### src/hw/rtl/tdp_pkg.sv
// shared types and constants of the trial division primality tester
package tdp_pkg;

  // first odd candidate divisor and the stride between candidates
  localparam int CAND_FIRST = 3;
  localparam int CAND_STEP  = 2;

  // commands from the controller to the datapath
  typedef struct packed {
    logic load;          // capture the incoming number
    logic init_cand;     // candidate divisor back to its first value
    logic next_cand;     // advance to the next odd candidate
    logic init_div;      // start a new remainder computation
    logic step;          // one restoring division step
    logic set_verdict;   // store verdict_value as the answer
    logic verdict_value; // answer to be stored
    logic load_out;      // move the answer into the output register
  } tdp_cmd_t;

  // status from the datapath to the controller
  typedef struct packed {
    logic lt2;       // number is zero or one
    logic is2;       // number is two
    logic even;      // lowest bit clear
    logic step_last; // final division step under way
    logic d_gt_q;    // candidate exceeds quotient, so candidate squared exceeds number
    logic rem_zero;  // candidate divides the number
  } tdp_status_t;

endpackage

### src/hw/rtl/tdp_datapath.sv
// datapath: number, candidate divisor, bit-serial divider and result registers
module tdp_datapath import tdp_pkg::*; #(
  parameter int W = 32
) (
  input  logic         clk,
  input  logic [W-1:0] number,
  input  tdp_cmd_t     cmd,
  output tdp_status_t  status,
  output logic         out_flag
);

  localparam int CNT_W = $clog2(W);
  localparam logic [W-1:0]     FIRST    = W'(CAND_FIRST);
  localparam logic [W-1:0]     STEP     = W'(CAND_STEP);
  localparam logic [W-1:0]     TWO      = W'(2);
  localparam logic [CNT_W-1:0] CNT_LAST = CNT_W'(W - 1);

  logic [W-1:0]     value;
  logic [W-1:0]     cand;
  logic [W-1:0]     dvd;   // dividend shifts out at the top, quotient shifts in below
  logic [W:0]       rem;
  logic [CNT_W-1:0] cnt;
  logic             verdict;

  logic [W:0] shifted;
  logic       fits;

  // one restoring division step
  assign shifted = {rem[W-1:0], dvd[W-1]};
  assign fits    = shifted >= {1'b0, cand};

  // number register
  always_ff @(posedge clk) begin
    if (cmd.load) begin
      value <= number;
    end
  end

  // candidate divisor
  always_ff @(posedge clk) begin
    if (cmd.init_cand) begin
      cand <= FIRST;
    end else if (cmd.next_cand) begin
      cand <= cand + STEP;
    end
  end

  // divider registers
  always_ff @(posedge clk) begin
    if (cmd.init_div) begin
      dvd <= value;
      rem <= '0;
      cnt <= '0;
    end else if (cmd.step) begin
      dvd <= {dvd[W-2:0], fits};
      rem <= fits ? (shifted - {1'b0, cand}) : shifted;
      cnt <= cnt + 1'b1;
    end
  end

  // verdict and output flag, kept apart so a waiting result holds
  always_ff @(posedge clk) begin
    if (cmd.set_verdict) begin
      verdict <= cmd.verdict_value;
    end
    if (cmd.load_out) begin
      out_flag <= verdict;
    end
  end

  // status towards the controller
  always_comb begin
    status.lt2       = value < TWO;
    status.is2       = value == TWO;
    status.even      = ~value[0];
    status.step_last = cnt == CNT_LAST;
    status.d_gt_q    = cand > dvd;
    status.rem_zero  = rem == '0;
  end

endmodule

### src/hw/rtl/tdp_ctrl.sv
// controller: sequences the special cases, the division loop and the output handshake
module tdp_ctrl import tdp_pkg::*; (
  input  logic        clk,
  input  logic        rst,
  input  logic        in_valid,
  output logic        in_ready,
  output logic        out_valid,
  input  logic        out_ready,
  input  tdp_status_t status,
  output tdp_cmd_t    cmd
);

  localparam logic [2:0] ST_IDLE  = 3'd0;
  localparam logic [2:0] ST_CHECK = 3'd1;
  localparam logic [2:0] ST_DIV   = 3'd2;
  localparam logic [2:0] ST_EVAL  = 3'd3;
  localparam logic [2:0] ST_DONE  = 3'd4;

  logic [2:0] state;
  logic [2:0] state_next;
  logic       out_free;

  assign in_ready = state == ST_IDLE;
  assign out_free = ~out_valid | out_ready;

  // next state and commands
  always_comb begin
    state_next = state;
    cmd        = '0;
    case (state)
      ST_IDLE: begin
        if (in_valid) begin
          cmd.load   = 1'b1;
          state_next = ST_CHECK;
        end
      end
      ST_CHECK: begin
        if (status.lt2 || (status.even && !status.is2)) begin
          cmd.set_verdict   = 1'b1;
          cmd.verdict_value = 1'b0;
          state_next        = ST_DONE;
        end else if (status.is2) begin
          cmd.set_verdict   = 1'b1;
          cmd.verdict_value = 1'b1;
          state_next        = ST_DONE;
        end else begin
          cmd.init_cand = 1'b1;
          cmd.init_div  = 1'b1;
          state_next    = ST_DIV;
        end
      end
      ST_DIV: begin
        cmd.step = 1'b1;
        if (status.step_last) begin
          state_next = ST_EVAL;
        end
      end
      ST_EVAL: begin
        if (status.d_gt_q) begin
          cmd.set_verdict   = 1'b1;
          cmd.verdict_value = 1'b1;
          state_next        = ST_DONE;
        end else if (status.rem_zero) begin
          cmd.set_verdict   = 1'b1;
          cmd.verdict_value = 1'b0;
          state_next        = ST_DONE;
        end else begin
          cmd.next_cand = 1'b1;
          cmd.init_div  = 1'b1;
          state_next    = ST_DIV;
        end
      end
      ST_DONE: begin
        if (out_free) begin
          cmd.load_out = 1'b1;
          state_next   = ST_IDLE;
        end
      end
      default: begin
        state_next = ST_IDLE;
      end
    endcase
  end

  // state register
  always_ff @(posedge clk) begin
    if (rst) begin
      state <= ST_IDLE;
    end else begin
      state <= state_next;
    end
  end

  // output valid flag
  always_ff @(posedge clk) begin
    if (rst) begin
      out_valid <= 1'b0;
    end else if (cmd.load_out) begin
      out_valid <= 1'b1;
    end else if (out_ready) begin
      out_valid <= 1'b0;
    end
  end

endmodule

### src/hw/rtl/trial_division_primality.sv
// top level of the trial division primality tester
//
//   channel  dir  handshake                      payload
//   s_axis   in   s_axis_tvalid/s_axis_tready    s_axis_tdata: number
//   m_axis   out  m_axis_tvalid/m_axis_tready    m_axis_tdata: prime_flag
//
// one transaction in, one out. zero, one, two and even numbers are settled without division.
// an odd number from three up is divided by the odd candidates in turn, each through a
// bit-serial divider giving one quotient bit a cycle (32 bits: up to about 2^15 candidates).
// one number is processed at a time; a new one is taken while the previous result still
// waits in the output register.
// synchronous reset clears the controller and the output valid flag.
module trial_division_primality import tdp_pkg::*; #(
  parameter int NUMBER_WIDTH = 32
) (
  input  logic                                clk,
  input  logic                                rst,
  input  logic                                s_axis_tvalid,
  output logic                                s_axis_tready,
  // [NUMBER_WIDTH-1:0] number, zero fill up to a whole byte
  input  logic [((NUMBER_WIDTH+7)/8)*8-1:0]   s_axis_tdata,
  output logic                                m_axis_tvalid,
  input  logic                                m_axis_tready,
  // [0] prime_flag, [7:1] zero
  output logic [7:0]                          m_axis_tdata
);

  tdp_cmd_t    cmd;
  tdp_status_t status;
  logic        out_flag;

  // sequencing
  tdp_ctrl u_ctrl (
    .clk       (clk),
    .rst       (rst),
    .in_valid  (s_axis_tvalid),
    .in_ready  (s_axis_tready),
    .out_valid (m_axis_tvalid),
    .out_ready (m_axis_tready),
    .status    (status),
    .cmd       (cmd)
  );

  // arithmetic and result storage
  tdp_datapath #(
    .W (NUMBER_WIDTH)
  ) u_datapath (
    .clk      (clk),
    .number   (s_axis_tdata[NUMBER_WIDTH-1:0]),
    .cmd      (cmd),
    .status   (status),
    .out_flag (out_flag)
  );

  assign m_axis_tdata = {7'b0, out_flag};

endmodule

### config.mk
export PLATFORM = sky130hd
export DESIGN_NAME = trial_division_primality
export DESIGN_NICKNAME = d
export VERILOG_FILES = /design/src/hw/rtl/tdp_pkg.sv /design/src/hw/rtl/tdp_datapath.sv /design/src/hw/rtl/tdp_ctrl.sv /design/src/hw/rtl/trial_division_primality.sv
export SDC_FILE = /design/constraint.sdc
export NUM_CORES = 1
export LEC_CHECK = 0
export ABC_AREA = 1
export BUFFER_PORTS_ARGS = -buffer_cell sky130_fd_sc_hd__clkbuf_2
export CAP_MARGIN = 20
export CORE_MARGIN = 1.5
export CORE_UTILIZATION = 55
export CTS_BUF_LIST = sky130_fd_sc_hd__clkbuf_2 sky130_fd_sc_hd__clkbuf_4 sky130_fd_sc_hd__clkbuf_8
export CTS_CLUSTER_SIZE = 14
export DETAILED_ROUTE_END_ITERATION = 7
export GPL_TIMING_DRIVEN = 0
export PLACE_DENSITY = 0.77
export SYNTH_ARGS = -nofsm -noshare
export SYNTH_HDL_FRONTEND = slang
export SYNTH_SLANG_ARGS = --single-unit
### constraint.sdc
create_clock -name clk -period 3.25 [get_ports clk]
set_input_delay 0.4875 -clock clk [delete_from_list [all_inputs] [get_ports clk]]
set_output_delay 0.4875 -clock clk [all_outputs]
set_load 0.005 [all_outputs]
Word-level counts from Yosys, hierarchy flattened
Index checks and enable logic that the tools add are counted.
{"block": "classes", "n_addsub": 3, "n_lt_le_gt_ge": 3, "n_eq_ne": 9, "n_mux": 30, "n_bitwise": 3, "reduce_logical": 8}
{"op": "$mux 32", "count": 2}
{"op": "$ge 33x32->1", "count": 1}
{"op": "$logic_not 33->1", "count": 1}
{"op": "$mux 33", "count": 1}
{"op": "$sub 33x32->33", "count": 1}
{"op": "$add 32x2->32 const B", "count": 1}
{"op": "$eq 32x2->1 const B", "count": 1}
{"op": "$gt 32x32->1", "count": 1}
{"op": "$lt 32x2->1 const B", "count": 1}
{"op": "$mux 3", "count": 7}
{"op": "$pmux 3 s5", "count": 1}
{"op": "$mux 2", "count": 6}
{"op": "$mux 1", "count": 11}
{"op": "$eq 3x2->1 const B", "count": 2}
{"op": "$add 5x1->5 const B", "count": 1}
{"op": "$eq 5x5->1 const B", "count": 1}
{"op": "$ne 2x2->1 const B", "count": 2}
{"op": "$pmux 2 s2", "count": 1}
{"op": "$reduce_bool 2->1", "count": 2}
{"op": "$eq 3x1->1 const B", "count": 1}
{"op": "$eq 3x3->1 const B", "count": 1}
{"op": "$logic_not 3->1", "count": 1}
{"op": "$reduce_and 3->1", "count": 1}
{"op": "$ne 2x1->1 const B", "count": 1}
{"op": "other kinds (6)", "count": 7}
{"block": "word_totals", "ff_bits": 140, "in_bits": 36, "wordCells": 65}

Depth between registers and ports, before layout
Gate-level depths: netlist (run 1).
{"block": "depth", "depth_word": 7, "mapped_depth": 18, "ltp_nobuf": 17}

Cells and area by module
A second synthesis (run 1) with hierarchy kept.
{"block": "unflattened", "hier_cells": 1410, "hier_area_um2": 9619.2}
{"module": "tdp_datapath", "n_inst": 1, "cells_each": 1349, "area_each_um2": 9278.9, "seq_area_each_um2": 3363.2}
{"module": "tdp_ctrl", "n_inst": 1, "cells_each": 52, "area_each_um2": 276.5, "seq_area_each_um2": 80.1}
{"module": "trial_division_primality", "n_inst": 1, "cells_each": 9, "area_each_um2": 63.8, "seq_area_each_um2": 0.0}

Worst setup path before layout (run 1)
No wires, ideal clock.
{"block": "synth_timing", "kind": "input-to-reg", "start": "in s_axis_tvalid", "end": "reg u_datapath.value[0], enable pin", "t_arrival_ps": 2744, "required_ps": 2789, "path_slack_ps": 45, "stages": 2, "cell_sequence": "inv_1 nor3_1"}
{"element": "start, declared", "line": "trial_division_primality.sv:18", "source": "input logic s_axis_tvalid,"}
{"element": "end signal, assigned", "line": "tdp_datapath.sv:35", "source": "value <= number;"}
{"element": "end, declared", "line": "tdp_datapath.sv:18", "source": "logic [W-1:0] value;"}

Worst setup path after layout (run 1)
{"block": "layout_timing", "start": "reg u_datapath.cand[15]", "end": "reg u_datapath.dvd[0], data pin"}
{"block": "layout_between", "elab_chain_len": 4, "word_cells_on_any_way": 6, "classes_between": "2 x order compare; 4 x mux"}
{"element": "start, declared", "line": "tdp_datapath.sv:19", "source": "logic [W-1:0] cand;"}
{"element": "start signal, assigned", "line": "tdp_datapath.sv:44", "source": "cand <= cand + STEP;"}
{"element": "$gt 32x32->1", "line": "tdp_datapath.sv:77", "source": "status.d_gt_q = cand > dvd;"}
{"element": "$mux 2", "line": "tdp_ctrl.sv:59", "source": "if (status.d_gt_q) begin"}
{"element": "$pmux 1 s2", "line": "tdp_ctrl.sv:30", "source": "case (state)"}
{"element": "$mux 32 *", "line": "tdp_datapath.sv:50", "source": "if (cmd.init_div) begin"}
{"element": "end signal, assigned", "line": "tdp_datapath.sv:51", "source": "dvd <= value;"}
{"element": "end signal, assigned", "line": "tdp_datapath.sv:55", "source": "dvd <= {dvd[W-2:0], fits};"}
{"element": "end, declared", "line": "tdp_datapath.sv:20", "source": "logic [W-1:0] dvd;"}
Mark *: on every way between the ends. The rest lies on a longest branch, timed or not. The select of a mux whose other input is x is not followed.
A chain may end at the register's enable or synchronous reset.

==> metrics.md, run 1 <==
| Metric | Value |
|---|---|
| Global-route wire length before repair | 43.4 mm |
| WP data arrival | 3290 ps |
| Initial drt markers | roughly 990 |
| Vias in the first global route | 8878 |
| Fin. Hold Viols | 0 |
| Max-Cap Viols | 0 |
| CTS tree | built |
| Final nets | 1620 |
| Row count | just under 50 |
| WS Path Type | reg -> reg |
| Pre-CTS WS | -296 ps |
| Hold_buf cts | 0 |
| CTS max path bufs | 2 |
| CTS sink cnt | 139 |
| Vias | 9563 |
| I/O Buffers | 38 |
| Clock skew | roughly 13 ps |
| # diodes | 0 |
| Syn. warnings | 0 |
| Initial antenna violation count | 0 |
| Slew Limit Fails | 0 |
| Status | finished, final reports clean |
| Residual DRC | 0 |
| Hold crit path type | in -> reg |
| Seq/Total Area, Yosys | 34.2% |
| P&R area growth vs syn | 9.46% |
| Gr ovfl total | 0 |
| Synth top area share | between 10% and 20% |
| CP endpoint kind | register |
| Final setup viols | 0 |
| Largest net degree at the start of global routing | 34 |
| Actual slew at the worst max-slew pin | between 600 and 700 ps |
| Share of cells above drive strength 1 | 10.0% |
| DRT antenna net count | 0 |
| Io pins | 46 |
| Post-DP HPWL | 21.8 mm |
| Most common cell in the netlist | nand2_1 |
| Final Cell Area | 0.0110 mm^2 |
| Crit path launch type | register |
| Clk Latency, worst-skew pair | 460 ps |
| Clock transition at path regs | 80 ps |
| Routed WL | 27.4 mm |
| DIE AREA | 0.0191 mm^2 |
| DR pass1 iterations | 5 |
| Max FO, Critical Path | 10 |
| Largest area contributor in the netlist | edfxtp_1 |
| Unrepaired setup endpoints after global routing | false |
| Core ar. | 0.0180 mm^2 |
| WL per Instance | 15.6 um |
| Required @ worst endpoint | 3580 ps |
| Post-synth top cells | nand2_1 (480), inv_1 (188), nor2_1 (109) |
| Chip height | approximately 140 um |
| Top FF cell, synth | dfxtp_1 |
| Fmax | 0.337 GHz |
| Syn Inst Count | approximately 1.5k |
| Initial Util | 56.1% |
| Min Clock Period, post-route | 2970 ps |
| PwrDens | around 840 mW/mm^2 |
| DP Area | 0.0106 mm^2 |
| Num CTS Buffers | 17 |
| Die width | 138 um |
| Root buf cell | clkbuf_8 |
| Number of synthesized flops with an enable pin | 66 |
| Synth area leaders | edfxtp_1 (20%), nand2_1 (18%), dfxtp_1 (14%) |
| Routability Congestion | 0.998 |
| Fillers | 1741 |
| VDD IR-drop max | 0.688 mV |
| Vias/cell | 5.44 |
| Async SR Flop Fraction | 0% |
| Total GRT Usage | 28.6% |
| Hold Slack | between 150 and 200 ps |
| Final period util | about nine tenths |
| H-tree levels | 4 |
| Post-route setup TNS | 0 ps |
| Avg Inst Size Synth | 6.95 um^2 |
| Cell area after synthesis | 0.0101 mm^2 |
| Slew HR | 56.6% |
| PnR worst setup slack | 284 ps |
| Synth Register Bits | around 140 |
| Leakage | 0.00528 uW |
| Unique cell type count in the Yosys netlist | between 40 and 50 |
## final cells by class
| cell class | count | area (um^2) | share of cell area [%] |
|---|---|---|---|
| Clock buffer | 18 | 241 | 2.19 |
| Tap cell | 229 | 287 | 2.60 |
| Buffer | 55 | 340 | 3.08 |
| Sequential cell | 139 | 3440 | 31.2 |
| Multi-Input combinational cell | 1066 | 5620 | 50.9 |
| Inverter | 197 | 739 | 6.70 |
| Timing Repair Buffer | 41 | 220 | 2.00 |
| Clock inverter | 14 | 146 | 1.33 |
## layout by cell type (no fill, tap or decap), drive strengths merged, types with 2 or more instances in the layout
master / synthesis / routed
a21o: 3 / 3
a21oi: 65 / 65
and2: 2 / 2
and3: 2 / 2
buf: 38 / 41
bufinv: 0 / 2
clkbuf: 17 / 73
clkinv: 0 / 5
clkinvlp: 0 / 4
conb: 1 / 7
dfxtp: 73 / 73
edfxtp: 66 / 66
ha: 66 / 66
inv: 197 / 200
nand2: 483 / 483
nand3: 101 / 102
nand3b: 21 / 21
nand4: 79 / 79
nor2: 109 / 109
nor3: 28 / 28
nor4: 7 / 7
o21ai: 35 / 35
o21bai: 6 / 6
or2: 5 / 5
xnor2: 16 / 16
xor2: 22 / 22
## worst paths after layout
check | end | cells past startpoint | startpoint | slack [ps]
min | u_datapath.value[2]$_DFFE_PP_ | 1 | s_axis_tdata[2] | 200
max reg2reg | u_datapath.dvd[0]$_DFFE_PP_ | 13 | u_datapath.cand[15]$_SDFFE_PP0P_ | 280
max | u_datapath.dvd[0]$_DFFE_PP_ | 13 | u_datapath.cand[15]$_SDFFE_PP0P_ | 280
min reg2reg | u_datapath.out_flag$_DFFE_PP_ | 0 | u_datapath.verdict$_DFFE_PP_ | 430
## state kept, by name, indices dropped and copies added, names as in the netlist
name,flops
u_datapath.out_flag,1
u_datapath.verdict,1
u_ctrl.out_valid,1
u_datapath.value,32
u_datapath.cand,31
u_ctrl.state,3
u_datapath.cnt,5
u_datapath.dvd,32
u_datapath.rem,33
## routing by layer
| layer | vias to the layer above | track usage, % | wire length (um) |
|---|---|---|---|
| li1 | 4859 | - | - |
| met3 | 70 | 3.50 | 1750 |
| met1 | 4274 | 36.3 | 11600 |
| met4 | 0 | 12.1 | 1040 |
| met5 | - | 0 | 0 |
| met2 | 360 | 49.2 | 13000 |
## metrics by stage
step	instances	util [%]	total power (uW)
6_report	1759	61.4	9310
3_3_place_gp	1723	58.9	7700
5_1_grt	1759	61.4	10100
3_5_place_dp	1725	59.1	7810
2_1_floorplan	1456	-	6510
4_1_cts	1757	61.3	9210
## critical path: stages, from the launching register on
cell and delay (ps):
dfxtp_1 470, inv_1 150, ha_1 380, nand2_1 110, nor2_1 230, inv_1 100, nor3_1 350, nand3_1 150
o211a_1 160, buf_2 190, nand2_4 120, buf_6 170, nand3_1 130, nand2_1 110
## where the power goes
part           leakage [uW]  internal (uW)  switching [uW]
Sequential          0.00121           2130             214
Clock              0.000185            691             709
Combinational       0.00388           1940            3620
Total               0.00528           4760            4550
## cell families (layout without fill, tap and decap cells)
family                     count (synthesis)  in the layout  share of synthesized area, %
other                                      1              7                        0.0372
AOI/OAI and AO/OA                        114            114                          6.99
adders and majority gates                 67             67                          8.39
xor gates and xnor gates                  38             38                          3.30
DFF                                      139            139                          34.2
buffers and inverters                    252            325                          10.7
and+or+nand+nor                          839            840                          36.4
## timing repair
item                                    CTS  global route
endpoints found under the setup margin   33            45
pin swaps                                 0             1
endpoints found under the hold margin     0             0
resized for setup                         1             3
cloned                                    0             1
setup buffers                             0             1
(Power assumes the default switching activity.)
==> run 2: changes to the inputs <==
Settings changed: PLACE_DENSITY 0.77 to 0.74.
Clock period 3.25 ns to 3.55 ns, I/O delays scaled along.
==> metrics.md, run 2 (same netlist as run 1, synthesis figures left out) <==
| Metric | Value |
|---|---|
| Routed WL | 26.5 mm |
| Hold_buf cts | 0 |
| VDD IR-drop max | ~0.57 mV |
| Vias in the first global route | 8841 |
| Initial drt markers | ~860 |
| Residual DRC | 0 |
| Fmax | 0.315 GHz |
| CTS tree | built |
| Status | finished, final reports clean |
| Total GRT Usage | 28.5% |
| Die width | 138 um |
| Slew HR | approximately 53% |
| DR WL met3 | 1.71 mm |
| Commonest non-fill, non-tap cell in the layout | nand2_1 |
| CTS sink cnt | between 100 and 150 |
| R2r startpoint | u_datapath.dvd[31]$_DFFE_PP_ |
| Slew Limit Fails | 0 |
| Crit path launch type | register |
| I/O Buffers | 38 |
| Metal2 WL | 12.0 mm |
| Tot Pwr | 8390 uW |
| R2R Path End | u_datapath.dvd[29]$_DFFE_PP_ |
| Highest metal used | met4 |
| Worst path max stage delay | 550 ps |
| Max-Cap Viols | 0 |
| Chip height | 138 um |
| Highest-count cells in the layout ignoring fill and taps | nand2_1 (480), inv_1 (188), nor2_1 (109) |
| Row count | 49 |
| # diodes | 0 |
| Worst R2R Path Depth | 12 |
| Root buf cell | clkbuf_8 |
| Global-route wire length before repair | around 43 mm |
| P&R area growth vs syn | 8.95% |
| DP Area | 0.0106 mm^2 |
| Share of cells above drive strength 1 | 9.95% |
| CP endpoint kind | register |
| Crit path capture | u_datapath.dvd[29]$_DFFE_PP_ |
| WS Path Type | reg -> reg |
| Hold crit path type | in -> reg |
| Core ar. | between 0.015 and 0.02 mm^2 |
| CTS max path bufs | 2 |
| WL met1 | 11.6 mm |
| Io pins | 46 |
| Final setup viols | 0 |
| Initial antenna violation count | 0 |
| Min Clock Period, post-route | 3170 ps |
| Initial Util | a little under three fifths |
| Final period util | around nine tenths |
| Flip-flop and latch area | 0.00344 mm^2 |
| Fillers | 1705 |
| DRT antenna net count | 0 |
| PwrDens | 764 mW/mm^2 |
| Register name with the most flops | u_datapath.rem |
| H-tree levels | 4 |
| Fin. Hold Viols | 0 |
| Leakage | 0.00524 uW |
| Routability Congestion | 1.02 |
| DIE AREA | 0.0191 mm^2 |
| WL per Instance | 15.1 um |
| Crit. Startpoint | u_datapath.dvd[31]$_DFFE_PP_ |
| Clock skew | between 15 and 20 ps |
| Hold path cells | 1 |
| Largest registers | u_datapath.rem x33, u_datapath.dvd x32, u_datapath.value x32 |
| Setup bufs post-CTS | 0 |
| Vias/cell | about 5.4 |
| Unrepaired setup endpoints after global routing | false |
| WP data arrival | 3240 ps |
| Flop-to-flop setup slack | between 300 and 400 ps |
| Final Cell Area | 0.0110 mm^2 |
| Most used cell, CP | nand2_1 |
| Critical path, cell by cell | inv_1, ha_1, nand2_1, nor2_1, nand4_1, nor2_1, nand2_1, nand2_1, nand2_2, nand3_4, buf_4, nand3_4 |
| Final nets | about 1.6k |
| DR pass1 iterations | 7 |
| Largest net degree at the start of global routing | 34 |
| Largest register FFs | 33 |
| Max FO, Critical Path | 33 |
| Actual slew at the worst max-slew pin | about 700 ps |
| Slowest cell on the critical path | edfxtp_1 |
| Clock transition at path regs | 80 ps |
| Gr ovfl total | 0 |
| Post-CTS sizing | 1 |
| Clk Latency, worst-skew pair | 470 ps |
| Num CTS Buffers | 17 |
| Post-DP HPWL | 21.4 mm |
| Area taken by multi-input logic gates | 0.00560 mm^2 |
| Vias | 9546 |
| Required @ worst endpoint | 3610 ps |
==> run 2: worst min path at each step <==
| stage | endpoint | from | slack (ps) |
|---|---|---|---|
| 2_1_floorplan | u_datapath.out_flag$_DFFE_PP_ | u_datapath.verdict$_DFFE_PP_ | 400 |
| 3_3_place_gp | u_datapath.out_flag$_DFFE_PP_ | u_datapath.verdict$_DFFE_PP_ | 410 |
| 3_5_place_dp | u_datapath.out_flag$_DFFE_PP_ | u_datapath.verdict$_DFFE_PP_ | 410 |
| 4_1_cts | u_datapath.value[0]$_DFFE_PP_ | s_axis_tdata[0] | 200 |
| 5_1_grt | u_datapath.value[0]$_DFFE_PP_ | s_axis_tdata[0] | 210 |
| 6_report | u_datapath.value[0]$_DFFE_PP_ | s_axis_tdata[0] | 230 |
==> run 2: area by class of cell <==
cell class / count / share of cell area [%]
plain buffers: 55 / 3.09
repair buffers: 40 / 1.90
clock inverters: 14 / 1.14
inverters: 197 / 6.73
well taps: 229 / 2.61
clock buffers: 18 / 2.20
multi-input cells: 1065 / 51.0
flip-flops and latches: 139 / 31.4
==> run 2: worst max-delay path: cells and delay by family (launching register included) <==
kind	cells	cell delay [ps]
buf+inv	2	430
flops	1	550
fa+ha+maj	1	370
simple gates	9	1380
==> run 2: per-stage QoR <==
step / cells / hold WS [ps] / TNS (ps) / setup WS [ps] / utilization [%]
after floorplan: 1456 / 400 / 0 / 300 / -
final: 1757 / 232 / 0 / 375 / 61.1
after global routing: 1757 / 210 / 0 / 157 / 61.1
after detailed placement: 1725 / 409 / -2170 / -71.4 / 59.1
after CTS: 1757 / 198 / 0 / 321 / 61.1
after global placement: 1723 / 411 / -31610 / -630 / 58.9
==> run 2: metal layers <==
layer | vias up | track usage, %
met4 | 0 | 15.2
met2 | 387 | 46.1
met5 | - | 0
met3 | 79 | 4.40
met1 | 4216 | 36.9
li1 | 4864 | -
==> run 2: where the power goes <==
group,total (uW),switching [uW],internal [uW]
Clock,1200,641,557
Combinational,5040,3270,1770
Sequential,2150,199,1950
